**config.mk**
```make
export PLATFORM = sky130hd
export DESIGN_NAME = iols_cell
export DESIGN_NICKNAME = d
export VERILOG_FILES = /design/src/hw/rtl/iols_pkg.sv /design/src/hw/rtl/iols_cell.sv
export SDC_FILE = /design/constraint.sdc
export NUM_CORES = 1
export LEC_CHECK = 0
export BUFFER_PORTS_ARGS = -buffer_cell sky130_fd_sc_hd__buf_2
export CAP_MARGIN = 20
export CORE_MARGIN = 1
export CORE_UTILIZATION = 35
export DETAILED_ROUTE_END_ITERATION = 8
export HOLD_SLACK_MARGIN = 0.08
export PLACE_DENSITY = 0.71
export SLEW_MARGIN = 10
export SYNTH_ARGS = -nofsm -noshare
export SYNTH_HDL_FRONTEND = slang
export SYNTH_SLANG_ARGS = --single-unit
```
**constraint.sdc**
```tcl
create_clock -name clk -period 10.89 [get_ports clk]
set_input_delay 1.6335 -clock clk [delete_from_list [all_inputs] [get_ports clk]]
set_output_delay 1.6335 -clock clk [all_outputs]
set_load 0.03 [all_outputs]
```
**src/hw/rtl/iols_pkg.sv**
```systemverilog
// Shared types and constants for the indexed ordered list store.
// No dependencies; imported by iols_cell and indexed_ordered_list_store_unit.
`default_nettype none

package iols_pkg;

  // Payload widths fixed by the interface
  localparam int unsigned DATA_W   = 32;
  localparam int unsigned OP_W     = 2;
  localparam int unsigned STATUS_W = 2;

  // Operation codes
  localparam logic [OP_W-1:0] OP_APPEND = 2'd0;
  localparam logic [OP_W-1:0] OP_INSERT = 2'd1;
  localparam logic [OP_W-1:0] OP_DELETE = 2'd2;
  localparam logic [OP_W-1:0] OP_READ   = 2'd3;

  // Status codes
  localparam logic [STATUS_W-1:0] ST_DONE  = 2'd0;
  localparam logic [STATUS_W-1:0] ST_RANGE = 2'd1;
  localparam logic [STATUS_W-1:0] ST_FULL  = 2'd2;

  // Command broadcast to every cell of the chain; at most one flag is set
  typedef struct packed {
    logic wr_ins;    // open a slot at pos, later entries move up
    logic wr_del;    // close the slot at pos, later entries move down
    logic wr_app;    // write data into the slot at fill
    logic rd_load;   // copy entries into the read-out chain
    logic rd_shift;  // move the read-out chain one cell toward cell 0
  } cell_ctl_t;

endpackage

`default_nettype wire

```
**src/hw/rtl/iols_cell.sv**
```systemverilog
// One cell of the list chain: holds a single entry and one read-out stage.
// Depends on iols_pkg; instantiated in a row by indexed_ordered_list_store_unit.
`default_nettype none

module iols_cell #(
  parameter int unsigned CELL_INDEX = 0,
  parameter int unsigned POS_W      = 7
) (
  input  logic                       clk,
  input  iols_pkg::cell_ctl_t        ctl,
  input  logic [POS_W-1:0]           pos,
  input  logic [POS_W-1:0]           fill,
  input  logic [iols_pkg::DATA_W-1:0] data,
  input  logic [iols_pkg::DATA_W-1:0] left_entry,
  input  logic [iols_pkg::DATA_W-1:0] right_entry,
  input  logic [iols_pkg::DATA_W-1:0] right_carry,
  output logic [iols_pkg::DATA_W-1:0] entry,
  output logic [iols_pkg::DATA_W-1:0] carry
);
  import iols_pkg::*;

  localparam logic [POS_W-1:0] IDX = POS_W'(CELL_INDEX);

  logic [DATA_W-1:0] entry_next;
  logic [DATA_W-1:0] carry_next;

  // Entry update: take from a neighbor or from the input beat
  always_comb begin
    entry_next = entry;
    priority if (ctl.wr_ins) begin
      if (pos < IDX) begin
        entry_next = left_entry;
      end else if (pos == IDX) begin
        entry_next = data;
      end
    end else if (ctl.wr_del) begin
      if (pos <= IDX) begin
        entry_next = right_entry;
      end
    end else if (ctl.wr_app) begin
      if (fill == IDX) begin
        entry_next = data;
      end
    end
  end

  // Read-out stage: load a copy, then shift toward cell 0
  always_comb begin
    carry_next = carry;
    priority if (ctl.rd_load) begin
      carry_next = entry;
    end else if (ctl.rd_shift) begin
      carry_next = right_carry;
    end
  end

  always_ff @(posedge clk) begin
    entry <= entry_next;
    carry <= carry_next;
  end

endmodule

`default_nettype wire

```
* Word level (Yosys, flattened, before mapping)
Cells that the tools add are included.
Widths: inputs -> output; s select.
** Operators by class
- Add/sub/neg operators :: 0
- Multiply operators :: 0
- Divide/modulo/power cells :: 0
- Order comparisons :: 2
- Eq/ne operators :: 2
- Shift-type cells :: 0
- Multiplexer cells :: 9
- Bitwise operators :: 0
- Reductions and logical operators :: 6
** Operators with widths (count)
- $mux 32 :: 9
- $logic_not 7->1 :: 2
- $le 7x1->1 const B :: 1
- $lt 7x1->1 const B :: 1
- $ne 3x1->1 const B :: 2
- $reduce_bool 3->1 :: 2
- $reduce_and 4->1 :: 1
- $reduce_bool 2->1 :: 1
** Word-level totals
- Flip-flop bits (word level) :: 64
- Latch bits :: 0
- Bits in writable memories :: 0
- Memory bits (read-only) :: 0
- Bits of input ports :: 148
- Memories kept :: 0

* Longest topological paths before layout
- Depth after elaboration :: 5
- Depth in mapped cells :: 4
- Gate-level depth less buffers :: 3

* Least setup slack after synthesis
OpenSTA, ideal clock, no wires.
- Kind :: input to register
- Start :: input port pos[1]
- End :: register entry[0] in the netlist's numbering (enable)
- Library setup time :: 0.466 ns
- Arrival :: 4.243 ns
- Data required time :: 10.424 ns
- Slack :: 6.181 ns
- Cell stages on the path :: 3
- Cells stage by stage :: nor4_1 > nand2_1 > o21ai_0
** On the way
- Word-level cells in the longest chain between the ends :: 3
- Elaborated cells between the ends (all ways) :: 6
- Classes of those cells :: order compare (2); eq/ne (2); reduce/logical (2)
** RTL lines
- start: declaration :: line iols_cell.sv:11 : input logic [POS_W-1:0] pos,
- $lt 7x1->1 (tied with other cells) :: line iols_cell.sv:31 : if (pos < IDX) begin
- $ne 3x1->1 (no source line)
- $reduce_and 4->1 (no source line) *
- end signal: assignment :: line iols_cell.sv:58 : entry <= entry_next;
- end: declaration :: line iols_cell.sv:17 : output logic [iols_pkg::DATA_W-1:0] entry,
Mark *: on every way between the ends. The rest lies on a longest branch, timed or not.
A chain may end at the register's enable or synchronous reset.

* Final worst setup path
- Start :: input port ctl[1] in the netlist's numbering
- End :: register carry[31] in the netlist's numbering (enable)
** On the way
- Word-level cells in the longest chain between the ends :: 1
** RTL lines
- start: declaration :: line iols_cell.sv:10 : input iols_pkg::cell_ctl_t ctl,
- $reduce_bool 2->1 (no source line)
- end signal: assignment :: line iols_cell.sv:59 : carry <= carry_next;
- end: declaration :: line iols_cell.sv:18 : output logic [iols_pkg::DATA_W-1:0] carry
No other way between the ends.

==> tab_implementation.tex <==
\begin{tabular}{lr}
\hline
Metric & Value \\
\hline
\multicolumn{2}{l}{\textbf{Run status}} \\
\quad Outcome & finished, final reports clean \\
\multicolumn{2}{l}{\textbf{Drt}} \\
\quad DRC violation count after routing & 0 \\
\quad Remaining antenna violation count after routing & 0 \\
\quad Routed vias & 1963 \\
\quad Wire per inst & 14.7 um \\
\quad Final wirelength & 6.41 mm \\
\quad Detailed-router iteration count before antenna repair & 4 \\
\quad Vias per inst & 4.49 \\
\quad Number of DRC markers in iteration 0 & 20 \\
\multicolumn{2}{l}{\textbf{Critical path}} \\
\quad Slowest cell on crit path & or2\_2 \\
\quad Buffer and inverter count on the worst path & 1 \\
\quad Data required time of the critical path & 10.84 ns \\
\quad Max stage delay on crit path & 0.76 ns \\
\quad Cells along the critical path & buf\_2 > or2\_2 \\
\quad CP delay by family, top & simple AND/OR/NAND/NOR gates \\
\quad Kind of critical path & input port to register \\
\quad Signal arrival time at the worst endpoint & 3.05 ns \\
\quad Launching element type of the critical path & input port \\
\quad CP Capture Type & register \\
\quad Top fanout value on the critical path & 33 \\
\multicolumn{2}{l}{\textbf{CTS}} \\
\quad Post-CTS sizing & 0 \\
\quad Clock transition time at the flip-flop clock pins of the worst setup and hold paths & 0.07 ns \\
\quad Cell at the root of the clock tree & clkbuf\_8 \\
\quad CTS tree & done \\
\quad Post-CTS setup-driven buffer insertion count & 0 \\
\quad Clock latency at the later pin of the worst-skew pair & 0.33 ns \\
\quad Count of hold-fix buffers inserted at cts & 0 \\
\quad Sink count of the clock tree & 64 \\
\quad CTS buffer count & 9 \\
\quad Maximum clock insertion buffer count & 2 \\
\quad CTS HTree Levels & 3 \\
\multicolumn{2}{l}{\textbf{Yosys}} \\
\quad Most frequently used cell type in the post-synthesis netlist & edfxtp\_1 \\
\quad Largest area contributor in the synthesized netlist & edfxtp\_1 \\
\quad Number of enable flip-flop cells after synthesis & 64 \\
\quad Unique cell type count in the Yosys netlist & 16 \\
\quad Register area share after synthesis & 0.660 \\
\quad Area share of the leading cell type in the synthesized netlist & 0.660 \\
\quad Async SR Flop Fraction & 0 \\
\quad Synthesized cell area & 2910 sq um \\
\quad Most common flop cell mapped by yosys & edfxtp\_1 \\
\quad Mapped Avg Cell Area & 20.0 sq um \\
\quad Commonest cells in the synthesized netlist & 64 x edfxtp\_1, 34 x mux2\_2, 30 x mux2\_4 \\
\quad Syn. warnings & 0 \\
\quad Syn nets & 294 \\
\quad Cells after Synth & 146 \\
\quad Flops \& latches, synth & 64 \\
\quad Synth top area cells & edfxtp\_1 66\%, mux2\_4 15\%, mux2\_2 13\% \\
\multicolumn{2}{l}{\textbf{Place}} \\
\quad Port-buffer cells & 179 \\
\quad Post-DP HPWL & 4.78 mm \\
\quad Gpl congestion & 0.781 \\
\multicolumn{2}{l}{\textbf{Floorplanning}} \\
\quad Number of cell rows & 32 \\
\quad Starting utilization of the core area & 0.369 \\
\quad Overall die height & 93.2 um \\
\quad Area of the die & 8690 sq um \\
\quad Area of the core region & 7890 sq um \\
\quad Top Ports & 212 \\
\quad Width of the die & 93.2 um \\
\multicolumn{2}{l}{\textbf{STA}} \\
\quad Final clock period utilization by the worst path & 0.284 \\
\quad Final-layout worst hold slack & 0.569 ns \\
\quad Max Slew Vio Count & 0 \\
\quad Slew HR & 0.460 \\
\quad Final critical path time including I/O delays and setup & 3.09 ns \\
\quad Clock skew & 0.0106 ns \\
\quad Measured slew at the worst slew-check pin & 0.810 ns \\
\quad Max Clock Freq & 0.324 GHz \\
\quad Setup Viol. Count Final & 0 \\
\quad Total Negative Setup Slacks & 0 ns \\
\quad RSZ-0062 raised after global routing & false \\
\quad Final count of hold timing violations & 0 \\
\multicolumn{2}{l}{\textbf{Pwr}} \\
\quad VDD IR-drop max & 0.0720 mV \\
\quad Static leakage power & 1.81 nW \\
\quad Logic pwr share & 0.142 \\
\quad Portion of total power attributed to the clock network & 0.374 \\
\quad Register share of total power & 0.484 \\
\quad Reported net switching power & 0.136 mW \\
\quad Final total power & 0.590 mW \\
\quad Power per cell area & 144 nW/um\^{}2 \\
\quad Sw frac & 0.231 \\
\quad Internal power consumption & 0.454 mW \\
\multicolumn{2}{l}{\textbf{Global routing}} \\
\quad Global-route wire length before repair & 9.52 mm \\
\quad Overflow left after global routing & 0 \\
\quad Number of antenna violations at the first check in global routing & 0 \\
\quad Global router's overall resource usage & 0.147 \\
\quad Vias in the first global route & 1922 \\
\quad Maximum number of pins on one net before global-route repair & 34 \\
\multicolumn{2}{l}{\textbf{Finish}} \\
\quad Number of nets in the layout & 478 \\
\quad Fraction of final layout cells sized beyond drive strength 1 & 0.785 \\
\quad Diode count & 0 \\
\quad Area growth syn-to-layout & 41.1\% \\
\multicolumn{2}{l}{\textbf{Job}} \\
\quad Maxcap violations & 0 \\
\multicolumn{2}{l}{\textbf{Hold path}} \\
\quad Min-delay worst type & register to register \\
\hline
\end{tabular}
==> power groups by stage <==
| stage | registers [mW] | clock network (mW) | logic (mW) |
|---|---|---|---|
| 2_1_floorplan | 0.312 | 0 | 0.0327 |
| 3_3_place_gp | 0.291 | 0 | 0.0829 |
| 3_5_place_dp | 0.291 | 0 | 0.0847 |
| 4_1_cts | 0.286 | 0.227 | 0.0849 |
| 5_1_grt | 0.286 | 0.238 | 0.0898 |
| 6_report | 0.285 | 0.221 | 0.0838 |
==> routing by layer <==
metal / routed length (um) / share of wire / GRT usage
met2: 3460 / 0.54 / 0.260
met3: 315 / 0.049 / 0.0382
met1: 2540 / 0.40 / 0.168
met5: 0 / 0 / 0
met4: 96 / 0.015 / 0.0603
==> flip-flops by register name (all words and copies together) (netlist names) <==
| signal | count |
|---|---|
| carry | 32 |
| entry | 32 |
==> path summary, 6_finish.rpt <==
check | slack (ns) | cells after the start | to | startpoint
setup / recovery | 7.80 | 2 | carry[31]$_DFFE_PP_ | ctl[1]
hold reg to reg | 0.57 | 1 | carry[16]$_DFFE_PP_ | entry[16]$_DFFE_PP_
hold / removal | 0.57 | 1 | carry[16]$_DFFE_PP_ | entry[16]$_DFFE_PP_
setup reg to reg | 9.96 | 1 | carry[2]$_DFFE_PP_ | entry[2]$_DFFE_PP_
==> cell type report <==
cell class | instances | area [sq um]
Fill cell | 694 | 3780
Sequential cell | 64 | 1920
Timing Repair Buffer | 181 | 931
Multi-Input combinational cell | 74 | 908
Tap cell | 102 | 128
Clock buffer | 9 | 124
Clock inverter | 7 | 96.3
==> cells by family after synthesis <==
group           Yosys count  synth area share
simple gates              9            0.0202
mux                      64             0.286
flops                    64             0.660
compound gates            1           0.00172
buf+inv                   8            0.0322
==> stage by stage <==
stage / util / area [sq um] / worst slack (ns) / std cells
4_1_cts: 0.517 / 4080 / 7.79 / 436
2_1_floorplan: - / 2910 / 6.18 / 146
5_1_grt: 0.521 / 4110 / 7.69 / 437
6_report: 0.521 / 4110 / 7.80 / 437
3_5_place_dp: 0.490 / 3860 / 7.43 / 420
3_3_place_gp: 0.490 / 3860 / 7.45 / 420
==> cells in the final DEF (no fill, tap or decap), drive strengths merged <==
cell and instances:
nor3 1, clkinvlp 2, nand3 1, nor2 1
or2 1, nand2 1, bufinv 2, nor4 2
clkinv 3, buf 181, nor2b 1, clkbuf 9
edfxtp 64, o21ai 1, nor4b 1, mux2 64
Power figures use the tool's default switching activity.
